<file path="config.mk">
export PLATFORM = sky130hd
export DESIGN_NAME = vector_center_normalize_top
export DESIGN_NICKNAME = d
export VERILOG_FILES = /design/src/sv/vcn_pkg.sv /design/src/sv/vcn_front.sv /design/src/sv/vcn_back.sv /design/src/sv/vector_center_normalize_top.sv
export SDC_FILE = /design/constraint.sdc
export NUM_CORES = 2
export LEC_CHECK = 0
export BUFFER_PORTS_ARGS = -buffer_cell sky130_fd_sc_hd__buf_2
export CORE_MARGIN = 1
export CORE_UTILIZATION = 40
export CTS_CLUSTER_SIZE = 16
export DETAILED_ROUTE_END_ITERATION = 10
export PLACE_DENSITY = 0.51
export SETUP_SLACK_MARGIN = 0.2
export SYNTH_ARGS = -nofsm -noshare
export SYNTH_HDL_FRONTEND = slang
export SYNTH_SLANG_ARGS = --single-unit
export TNS_END_PERCENT = 20
</file>
<file path="constraint.sdc">
create_clock -name clock -period 16.3 [get_ports clock]
set_clock_uncertainty 0.1 [all_clocks]
set_input_delay 0.815 -clock clock [delete_from_list [all_inputs] [get_ports clock]]
set_output_delay 0.815 -clock clock [all_outputs]
set_load 0.03 [all_outputs]
</file>
<file path="src/sv/vcn_pkg.sv">
// Package: shared constants and types for the vector center normalize block.
package vcn_pkg;
   localparam int MAX_LEN = 64;
   localparam int IDX_W = $clog2(MAX_LEN);
   localparam int CNT_W = $clog2(MAX_LEN + 1);
   localparam int SUM_W = 53;
   localparam int ROOT_W = 32;
   localparam int NUM_W = 50;
   localparam logic [0:0] CSR_VEC_LEN = 1'd0;
   localparam logic [0:0] CSR_OFFSET = 1'd1;
   localparam logic [SUM_W-1:0] SUM_MAX = {SUM_W{1'b1}};
   localparam logic [23:0] UNIT_ONE = 24'd4194304;

   typedef struct packed {
      logic [CNT_W-1:0] count;
      logic [SUM_W-1:0] sum;
   } vec_job_type;
endpackage

</file>
<file path="src/sv/vcn_front.sv">
// Front end: centers, saturates, stores elements, accumulates squares, issues vector jobs.
module vcn_front import vcn_pkg::*; (
   input  logic              clock,
   input  logic              reset,
   input  logic              start,
   input  logic              busy,
   input  logic signed [23:0] req_element,
   input  logic [6:0]        vec_len,
   input  logic signed [23:0] centre_offset,
   output logic              job_valid,
   output vec_job_type       job,
   input  logic [IDX_W-1:0]  rd_addr,
   output logic signed [23:0] rd_data
);
   logic signed [23:0] store [MAX_LEN];
   logic [CNT_W-1:0] count_ff, count_in;
   logic [SUM_W-1:0] sum_ff, sum_in;
   logic signed [24:0] diff;
   logic signed [23:0] d;
   logic [23:0] mag;
   logic [47:0] sq;
   logic [SUM_W:0] acc;
   logic [CNT_W-1:0] eff_len;
   logic accept;

   assign accept = start && !busy;
   assign diff = 25'(req_element) - 25'(centre_offset);

   always_comb begin
      if (diff > 25'sd8388607) d = 24'sh7FFFFF;
      else if (diff < -25'sd8388608) d = 24'sh800000;
      else d = diff[23:0];
      mag = d[23] ? 24'(-d) : 24'(d);
      if (d == 24'sh800000) mag = 24'h800000;
      sq = mag * mag;
      acc = {1'b0, sum_ff} + {6'd0, sq};
      if (vec_len == 7'd0) eff_len = CNT_W'(1);
      else if (vec_len > 7'(MAX_LEN)) eff_len = CNT_W'(MAX_LEN);
      else eff_len = CNT_W'(vec_len);
   end

   logic [CNT_W-1:0] new_count;
   assign new_count = (count_ff < CNT_W'(MAX_LEN)) ? count_ff + 1'b1 : count_ff;

   always_comb begin
      count_in = count_ff;
      sum_in = sum_ff;
      job_valid = 1'b0;
      job.count = new_count;
      job.sum = acc[SUM_W] ? SUM_MAX : acc[SUM_W-1:0];
      if (accept) begin
         if (new_count >= eff_len) begin
            job_valid = 1'b1;
            count_in = '0;
            sum_in = '0;
         end else begin
            count_in = new_count;
            sum_in = job.sum;
         end
      end
   end

   always_ff @(posedge clock) begin
      if (accept && count_ff < CNT_W'(MAX_LEN)) store[count_ff[IDX_W-1:0]] <= d;
      rd_data <= store[rd_addr];
      if (reset) begin
         count_ff <= '0;
         sum_ff <= '0;
      end else begin
         count_ff <= count_in;
         sum_ff <= sum_in;
      end
   end
endmodule

</file>
<file path="src/sv/vcn_back.sv">
// Back end: iterative square root, then one iterative divide per stored element.
module vcn_back import vcn_pkg::*; (
   input  logic              clock,
   input  logic              reset,
   input  logic              job_valid,
   input  vec_job_type       job,
   output logic              back_busy,
   output logic [IDX_W-1:0]  rd_addr,
   input  logic signed [23:0] rd_data,
   output logic              rsp_valid,
   output logic signed [23:0] rsp_unit_element,
   output logic              rsp_last
);
   localparam logic [2:0] ST_IDLE = 3'd0;
   localparam logic [2:0] ST_SQRT = 3'd1;
   localparam logic [2:0] ST_READ = 3'd2;
   localparam logic [2:0] ST_LOAD = 3'd3;
   localparam logic [2:0] ST_DIV  = 3'd4;
   localparam logic [2:0] ST_OUT  = 3'd5;

   logic [2:0] state_ff, state_in;
   logic [61:0] rad_ff, rad_in;
   logic [61:0] rem_ff, rem_in;
   logic [ROOT_W-1:0] root_ff, root_in;
   logic [5:0] step_ff, step_in;
   logic [CNT_W-1:0] n_ff, n_in, k_ff, k_in;
   logic [NUM_W-1:0] num_ff, num_in;
   logic [ROOT_W:0] drem_ff, drem_in;
   logic neg_ff, neg_in;
   logic [63:0] trial;
   logic [ROOT_W+1:0] dtrial;
   logic [23:0] m;
   logic [NUM_W-1:0] num0;
   logic [ROOT_W-1:0] qv;
   logic [23:0] u;

   assign back_busy = state_ff != ST_IDLE;
   assign rd_addr = k_ff[IDX_W-1:0];

   always_comb begin
      state_in = state_ff; rad_in = rad_ff; rem_in = rem_ff; root_in = root_ff;
      step_in = step_ff; n_in = n_ff; k_in = k_ff; num_in = num_ff;
      drem_in = drem_ff; neg_in = neg_ff;
      rsp_valid = 1'b0; rsp_unit_element = '0; rsp_last = 1'b0;
      trial = '0; dtrial = '0; m = '0; num0 = '0; qv = '0; u = '0;
      unique case (state_ff)
         ST_IDLE: if (job_valid) begin
            rad_in = {1'b0, job.sum, 8'd0};
            rem_in = '0; root_in = '0; step_in = '0;
            n_in = job.count; k_in = '0;
            state_in = ST_SQRT;
         end
         ST_SQRT: begin
            // restoring root: two radicand bits per step
            trial = {rem_ff, rad_ff[61:60]} - {30'd0, root_ff, 2'b01};
            rad_in = {rad_ff[59:0], 2'b00};
            if (!trial[63] || ({rem_ff, rad_ff[61:60]} >= {30'd0, root_ff, 2'b01})) begin
               rem_in = trial[61:0];
               root_in = {root_ff[ROOT_W-2:0], 1'b1};
            end else begin
               rem_in = {rem_ff[59:0], rad_ff[61:60]};
               root_in = {root_ff[ROOT_W-2:0], 1'b0};
            end
            step_in = step_ff + 1'b1;
            if (step_ff == 6'd30) state_in = ST_READ;
         end
         ST_READ: state_in = ST_LOAD;
         ST_LOAD: begin
            m = rd_data[23] ? 24'(-rd_data) : 24'(rd_data);
            num0 = {m, 26'd0} + NUM_W'(root_ff >> 1);
            num_in = num0; drem_in = '0; step_in = '0;
            neg_in = rd_data[23];
            state_in = ST_DIV;
         end
         ST_DIV: begin
            dtrial = {drem_ff, num_ff[NUM_W-1]} - {2'b00, root_ff};
            num_in = {num_ff[NUM_W-2:0], 1'b0};
            if (!dtrial[ROOT_W+1]) begin
               drem_in = dtrial[ROOT_W:0]; num_in[0] = 1'b1;
            end else drem_in = {drem_ff[ROOT_W-1:0], num_ff[NUM_W-1]};
            step_in = step_ff + 1'b1;
            if (step_ff == 6'(NUM_W - 1)) state_in = ST_OUT;
         end
         ST_OUT: begin
            qv = num_ff[ROOT_W-1:0];
            if (root_ff == '0) u = '0;
            else if (num_ff[NUM_W-1:23] != '0) u = UNIT_ONE;
            else u = (qv > 32'(UNIT_ONE)) ? UNIT_ONE : qv[23:0];
            rsp_valid = 1'b1;
            rsp_unit_element = neg_ff ? 24'(-u) : u;
            rsp_last = (k_ff + 1'b1) == n_ff;
            k_in = k_ff + 1'b1;
            state_in = rsp_last ? ST_IDLE : ST_READ;
         end
         default: state_in = ST_IDLE;
      endcase
   end

   always_ff @(posedge clock) begin
      rad_ff <= rad_in; rem_ff <= rem_in; root_ff <= root_in; step_ff <= step_in;
      n_ff <= n_in; k_ff <= k_in; num_ff <= num_in; drem_ff <= drem_in; neg_ff <= neg_in;
      if (reset) state_ff <= ST_IDLE;
      else state_ff <= state_in;
   end
endmodule

</file>
<file path="src/sv/vector_center_normalize_top.sv">
// Top level of the vector center normalize block.
// Usage: pulse start with req_element while busy is low to send one element transaction.
// Config: csr_we/csr_index/csr_wdata write vec_len (index 0) or centre_offset (index 1),
// only while idle (a rule for the user; the block does not enforce it). Elements are
// centered, saturated and stored; squares accumulate. When vec_len elements are held
// (0 counts as 1, above 64 as 64), the vector passes to the back end and busy rises.
// The back end runs a 31-step square root, then for each element a read, load, 50-step
// divide and output state: rsp_valid strobes unit_element with rsp_last on the final
// element. Throughput is set by the bit-serial divider; no new element is taken while
// busy. busy stays high until the last result has been shown.
// Results are shown for one cycle only; the receiver cannot stall.
// Reset (synchronous, active high) clears counts, sums and config to defaults.
module vector_center_normalize_top import vcn_pkg::*; (
   input  logic              clock,
   input  logic              reset,
   input  logic              start,
   output logic              busy,
   input  logic signed [23:0] req_element,
   input  logic              csr_we,
   input  logic [1:0]        csr_index,
   input  logic [23:0]       csr_wdata,
   output logic              rsp_valid,
   output logic signed [23:0] rsp_unit_element,
   output logic              rsp_last
);
   logic [6:0] vec_len_ff;
   logic signed [23:0] offset_ff;
   logic job_valid, back_busy;
   vec_job_type job;
   logic [IDX_W-1:0] rd_addr;
   logic signed [23:0] rd_data;

   assign busy = back_busy;

   always_ff @(posedge clock) begin
      if (reset) begin
         vec_len_ff <= 7'd8;
         offset_ff <= '0;
      end else if (csr_we && csr_index[1] == 1'b0) begin
         if (csr_index[0] == CSR_VEC_LEN) vec_len_ff <= csr_wdata[6:0];
         else offset_ff <= csr_wdata;
      end
   end

   vcn_front u_front (
      .clock, .reset, .start, .busy,
      .req_element, .vec_len(vec_len_ff), .centre_offset(offset_ff),
      .job_valid, .job, .rd_addr, .rd_data
   );

   vcn_back u_back (
      .clock, .reset, .job_valid, .job, .back_busy, .rd_addr, .rd_data,
      .rsp_valid, .rsp_unit_element, .rsp_last
   );
endmodule

</file>
Word level (Yosys, flattened, before mapping)
Memories as Yosys holds them, arrays and structs flattened. A register that Yosys moved wholly into a read port is not among the register bits.
Cells that the tools add are included.
{"block": "word_totals", "latch_bits": 0, "rom_bits": 0, "out_inout_bits": 27, "n_memories": 1, "regBits": 354, "wordCells": 115, "ramBits": 1536}
{"block": "op_classes", "order_cmp": 7, "mux": 44, "n_div": 0, "mul": 1, "n_eq_ne": 12, "shifts": 0, "reduce_logical": 23, "n_addsub": 11, "bitwise": 2}
{"name": "u_front.store", "words": 64, "width": 24, "read_ports": 1, "rd_ports_with_merged_regs": 1, "write_ports": 1, "line": "vcn_front.sv:15", "rtl": "logic signed [23:0] store [MAX_LEN];"}
{"cell": "$mux W24", "n": 11}
{"cell": "$pmux W62 S2", "n": 2}
{"cell": "$mux W62", "n": 3}
{"cell": "$mux W53", "n": 2}
{"cell": "$pmux W50 S2", "n": 1}
{"cell": "$neg A24 Y24", "n": 3}
{"cell": "$pmux W33 S2", "n": 1}
{"cell": "$ge A64 B34 Y1", "n": 1}
{"cell": "$pmux W32 S2", "n": 1}
{"cell": "$sub A64 B34 Y64", "n": 1}
{"cell": "$add A53 B48 Y54", "n": 1}
{"cell": "$add A50 B31 Y50", "n": 1}
{"cell": "$mul A24 B24 Y48", "n": 1}
{"cell": "$mux W7", "n": 5}
{"cell": "$sub A34 B32 Y34", "n": 1}
{"cell": "$mux W33", "n": 1}
{"cell": "$gt A32 B23 Y1 const B", "n": 1}
{"cell": "$logic_not A32 Y1", "n": 1}
{"cell": "$mux W32", "n": 1}
{"cell": "$reduce_bool A27 Y1", "n": 1}
{"cell": "$gt A25 B24 Y1 const B", "n": 1}
{"cell": "$lt A25 B24 Y1 const B", "n": 1}
{"cell": "$sub A24 B24 Y25", "n": 1}
{"cell": "$eq A24 B24 Y1 const B", "n": 1}
{"cell": "31 further kinds", "n": 56}

Longest topological paths before layout
{"block": "logic_depth", "ltp_word": 12, "ltp_mapped": 55}

Modules after synthesis
A second synthesis with hierarchy kept.
{"block": "unflattened", "cells_unflattened": 7062, "hier_area_um2": 100286.2}
{"module": "vcn_front", "area_per_inst_um2": 82011.2, "n_inst": 1, "cells_each": 5056, "seq_area_each_um2": 47805.8}
{"module": "vcn_back", "area_per_inst_um2": 16905.0, "n_inst": 1, "cells_each": 1875, "seq_area_each_um2": 7627.3}
{"module": "vector_center_normalize_top", "area_per_inst_um2": 1370.1, "n_inst": 1, "cells_each": 131, "seq_area_each_um2": 620.6}

Worst setup path before layout
No wires, ideal clock.
{"block": "synth_path", "path_kind": "input-to-reg", "from": "in req_element[0]", "to": "reg u_back.rad_ff[49] (data pin)", "setup_slack_ns": 2.764, "arrival_ns": 13.290, "stages": 44, "path_cell_list": "inv_1 ha_1 fa_1 nand2b_1 a21oi_1 o211ai_1 a31oi_1 and2_1 buf_2 buf_2 clkbuf_1 nor3_1 nor3_1 xor2_1 buf_2 buf_2 nand2_1 fa_1 (+8 left out) inv_1 fa_1 inv_1 ha_1 clkbuf_1 nand2_1 nor4_1 nand2_1 o221a_2 nand3_1 a41oi_1 o41ai_1 nand2_1 nor2_1 buf_2 buf_2 nor2_1 a21oi_1"}
{"block": "synth_between", "elab_chain_cells": 12, "elab_cells_between_ends": 14, "cone_classes": "add/sub: 3; mul: 1; order compare: 2; eq/ne: 1; mux: 7"}
{"element": "from (decl)", "line": "vector_center_normalize_top.sv:18", "rtl": "input logic signed [23:0] req_element,"}
{"element": "$sub A24 B24 Y25 (*)", "line": "vcn_front.sv:27", "rtl": "assign diff = 25'(req_element) - 25'(centre_offset);"}
{"element": "$lt A25 B24 Y1", "line": "vcn_front.sv:31", "rtl": "else if (diff < -25'sd8388608) d = 24'sh800000;"}
{"element": "$mux W24", "line": "vcn_front.sv:31"}
{"element": "$mux W24 (*)", "line": "vcn_front.sv:30", "rtl": "if (diff > 25'sd8388607) d = 24'sh7FFFFF;"}
{"element": "named net u_front.d[18]", "line": "vcn_front.sv:19", "rtl": "logic signed [23:0] d;"}
{"element": "$neg A24 Y24", "line": "vcn_front.sv:33", "rtl": "mag = d[23] ? 24'(-d) : 24'(d);"}
{"element": "$mux W24", "line": "vcn_front.sv:33"}
{"element": "$mux W24 (*)", "line": "vcn_front.sv:34", "rtl": "if (d == 24'sh800000) mag = 24'h800000;"}
{"element": "$mul A24 B24 Y48 (*)", "line": "vcn_front.sv:35", "rtl": "sq = mag * mag;"}
{"element": "$add A53 B48 Y54 (*)", "line": "vcn_front.sv:36", "rtl": "acc = {1'b0, sum_ff} + {6'd0, sq};"}
{"element": "$mux W53 (*)", "line": "vcn_front.sv:50", "rtl": "job.sum = acc[SUM_W] ? SUM_MAX : acc[SUM_W-1:0];"}
{"element": "$mux W62 (*)", "line": "vcn_back.sv:47", "rtl": "ST_IDLE: if (job_valid) begin"}
{"element": "$pmux W62 S2 (*)", "line": "vcn_back.sv:46", "rtl": "unique case (state_ff)"}
{"element": "named net u_back.rad_in[49]", "line": "vcn_back.sv:22", "rtl": "logic [61:0] rad_ff, rad_in;"}
{"element": "to (signal assigned)", "line": "vcn_back.sv:100", "rtl": "rad_ff <= rad_in; rem_ff <= rem_in; root_ff <= root_in; step_ff <= step_in;"}
{"element": "to (decl)", "line": "vcn_back.sv:22"}
Mark *: on every way through the listed nets, which the timed path passes. The rest lies on a longest branch. The select of a mux whose other input is x is not followed.
A chain may end at the register's enable or synchronous reset.

Final worst setup path
{"block": "layout_path", "from": "reg offset_ff[0]", "to": "reg u_back.rad_ff[20] (data pin)"}
{"block": "layout_between", "elab_chain_cells": 12, "elab_cells_between_ends": 14, "cone_classes": "add/sub: 3; mul: 1; order compare: 2; eq/ne: 1; mux: 7"}
{"element": "from (decl)", "line": "vector_center_normalize_top.sv:27", "rtl": "logic signed [23:0] offset_ff;"}
{"element": "from (signal assigned)", "line": "vector_center_normalize_top.sv:41", "rtl": "else offset_ff <= csr_wdata;"}
{"element": "$sub A24 B24 Y25 (*)", "line": "vcn_front.sv:27"}
{"element": "$lt A25 B24 Y1", "line": "vcn_front.sv:31"}
{"element": "$mux W24", "line": "vcn_front.sv:31"}
{"element": "$mux W24 (*)", "line": "vcn_front.sv:30"}
{"element": "$neg A24 Y24", "line": "vcn_front.sv:33"}
{"element": "$mux W24", "line": "vcn_front.sv:33"}
{"element": "$mux W24 (*)", "line": "vcn_front.sv:34"}
{"element": "$mul A24 B24 Y48 (*)", "line": "vcn_front.sv:35"}
{"element": "$add A53 B48 Y54 (*)", "line": "vcn_front.sv:36"}
{"element": "$mux W53 (*)", "line": "vcn_front.sv:50"}
{"element": "$mux W62 (*)", "line": "vcn_back.sv:47"}
{"element": "$pmux W62 S2 (*)", "line": "vcn_back.sv:46"}
{"element": "named net u_back.rad_in[20]", "line": "vcn_back.sv:22"}
Marks and branches as above.

==> out/qor.yml <==
outcome:
  status: "completed"
clocking:
  cts_resized: 0
  cts_buffer_depth: 3
  cts_setup_buffers: 0
  cts_tree: "built"
  cts-root-buf: "clkbuf_16"
  clkSlewWorstSetupHoldPaths_ns: 0.07
  cts_sinks: 1906
  holdBufCountCts: 0
  htree_num_levels: 4
  clk_latency_ns: 0.87
  cts_buffers: 205
cells_and_area:
  multiInputGateArea_um2: 41000
  fin_nets: 8596
  drive_above_1_share_pct: 13.7
  nFillCells: 22369
  seq_area_um2: 56100
  area_growth_pct: 12.0
route:
  via_count: 62846
  met2_length_mm: 139
  first_pass_iters: 6
  wl_mm: 300
  highest_layer: "met4"
  wl_per_cell_um: 26.6
  wl_met3_mm: 16.2
  antenna_left: 0
  drt_iter0_drc: 5436
  post-route-drc-count: 0
  viasPerCell: 5.56
  m1WireLength_mm: 138
synthesis:
  muxShareOfSynthArea_pct: 9.66
  syn_avg_cell_area_um2: 13.1
  synth_top_family_by_area: "adder cells"
  async_flop_share_pct: 0
  syn_inst: 7659
  synth.distinct_cells: 106
  synth_edf_count: 1788
  synthSimpleGateAreaFrac_pct: 7.05
  synth_compound_area_share_pct: 8.47
  synth_area_um2: 101000
  yosysWarnings: 0
  synth_fa_ha_area_share_pct: 12.9
  synthXorXnorAreaFrac_pct: 1.92
  synth_ff_type: "edfxtp_1"
  ys_seq_area_share_pct: 55.7
  ys_seq_elements: 1906
critical_path:
  cp-start-kind: "flop"
  cp.required_ns: 16.87
  crit_type: "flop to flop"
  critPathMostFrequentCell: "inv_1"
  cp.arrival_ns: 15.16
  cp-end-kind: "flop"
  slowest_stage: "o21ai_0"
  path_max_fanout: 21
  max_stage_delay_ns: 0.94
timing:
  rsz0062_at_grt: "no"
  post-route-min-period_ns: 14.60
  final_hold_viol_count: 0
  maxSlewViolCount: 0
  setup_viol: 0
  finalCritPeriodShare_pct: 89.6
  slew_headroom_pct: 19.3
  fin_setup_tns_ns: 0
  setup_ws_ns: 1.70
  fmax_mhz: 68.5
  tightestPinTransition_ns: 1.21
die:
  num_io_pins: 81
  fp.dieArea_um2: 254000
  initial_core_util_pct: 40.4
  die_x_um: 504
  rows: 183
  fp.dieH_um: 504
  core_area_um2: 249000
global_route:
  antenna_found_initial: 20
  grt_pass1_wl_mm: 439
  overflow: 0
  grt_usage_pct: 23.8
  grt_pass1_vias: 63453
  grt_start_max_net_pins: 104
min_path:
  hold_path_class: "input pin to flop"
place:
  dp_hpwl_mm: 195
  port_buffers: 80
  gp_congestion: 0.885
  place_ws_ns: 1.33
run:
  cap_violations: 0
==> layer usage <==
layer,global-route usage (%),up-vias
met2,37.8,1811
met1,34.4,32605
met4,5.79,0
met5,0,-
met3,3.10,345
li1,-,28085
==> metrics by stage <==
| step | util, % | std cells | hold slack [ns] | instance area, um^2 |
|---|---|---|---|---|
| after detailed placement | 42.5 | 10907 | 0.345 | 106000 |
| after global placement | 42.5 | 10907 | 0.343 | 106000 |
| after global routing | 45.2 | 11291 | 0.0458 | 113000 |
| after CTS | 45.2 | 11289 | 0.0182 | 113000 |
| final | 45.2 | 11300 | 0.0861 | 113000 |
| after floorplan | - | 7675 | 0.325 | 101000 |
==> logic make-up (layout without fill, tap and decap cells) <==
logic type / Yosys count / count (layout)
flops: 1906 / 1906
simple gates: 1595 / 1595
compound gates: 1370 / 1370
buf+inv: 1125 / 1410
fa+ha+maj: 758 / 758
mux: 685 / 685
xor+xnor: 218 / 218
other cells: 2 / 28
==> cell usage in the layout (no fill, tap or decap), types with 23 or more instances in the layout <==
cell type / instances
mux2i_1: 335
buf_2: 80
mux4_2: 216
a211oi_1: 33
edfxtp_1: 1788
a31oi_1: 37
nand2b_1: 42
clkinv_2: 39
clkinv_1: 43
xnor2_1: 132
clkbuf_1: 40
mux2_2: 134
a21oi_1: 502
and3_1: 26
o21a_1: 29
o21ai_0: 279
o22ai_1: 102
nand4_1: 24
buf_4: 183
nor2_4: 39
xor2_1: 79
nor4_1: 32
nor3_1: 50
nand2_1: 600
fa_1: 470
a21o_1: 83
nor2b_1: 31
dfxtp_1: 118
nor2_1: 472
inv_1: 748
and2_1: 66
ha_1: 286
clkbuf_16: 208
nand3_1: 62
o21bai_1: 23
o221ai_1: 100
nor2_2: 29
or3_1: 32
==> worst paths after layout <==
check | from | cells after the start | slack (ns) | to
min reg2reg | u_front.sum_ff[30] | 2 | 0.35 | u_front.sum_ff[30]
max reg2reg | offset_ff[0] | 48 | 1.70 | u_back.rad_ff[20]
min | csr_wdata[9] | 3 | 0.09 | offset_ff[9]
max | offset_ff[0] | 48 | 1.70 | u_back.rad_ff[20]
==> cells in the mapped netlist (53+ instances only) <==
master,instances,area [um^2]
a21o_1,83,623
xor2_1,81,709
o221ai_1,100,876
o21ai_0,280,1400
mux4_2,216,4860
edfxtp_1,1788,53700
nor3_1,53,265
and2_1,66,413
nand2_1,603,2260
fa_1,470,9410
mux2i_1,335,3350
mux2_2,134,1510
xnor2_1,135,1180
buf_1,60,225
inv_1,757,2840
dfxtp_1,118,2360
ha_1,287,3590
o22ai_1,102,638
nand3_1,63,315
nor2_1,538,2020
a21oi_1,505,2530
clkbuf_1,261,980
==> cell type report <==
| cell class | count | area share, % |
|---|---|---|
| Sequential cell | 1906 | 49.7 |
| Multi-Input combinational cell | 4644 | 36.4 |
| Clock buffer | 261 | 4.91 |
| Tap cell | 3330 | 3.70 |
| Inverter | 763 | 2.54 |
| Timing Repair Buffer | 265 | 1.60 |
| Clock inverter | 121 | 1.12 |
| Antenna cell | 10 | 0.0222 |
==> worst max-delay path: cells and delay by family, from the launching register on <==
family / cells / cell delay, ns
fa+ha+maj: 11 / 4.63
compound gates: 11 / 4.63
simple gates: 14 / 2.95
buf+inv: 12 / 1.70
flops: 1 / 0.31
==> flip-flops by register name, indices dropped and copies added, names as in the netlist <==
register and cells:
u_back.state_ff 3, offset_ff 24, u_back.rem_ff 62, u_back.rad_ff 54
u_front.store 1536, u_back.step_ff 6, u_back.k_ff 7, u_back.n_ff 7
u_front.rd_data 24, u_front.count_ff 7, u_back.num_ff 50, u_back.neg_ff 1
u_back.drem_ff 33, u_back.root_ff 32, u_front.sum_ff 53, vec_len_ff 7
Power is left out: the tool's default activity adds up to more than one toggle a clock period on the data nets, which glitch-free logic cannot reach.
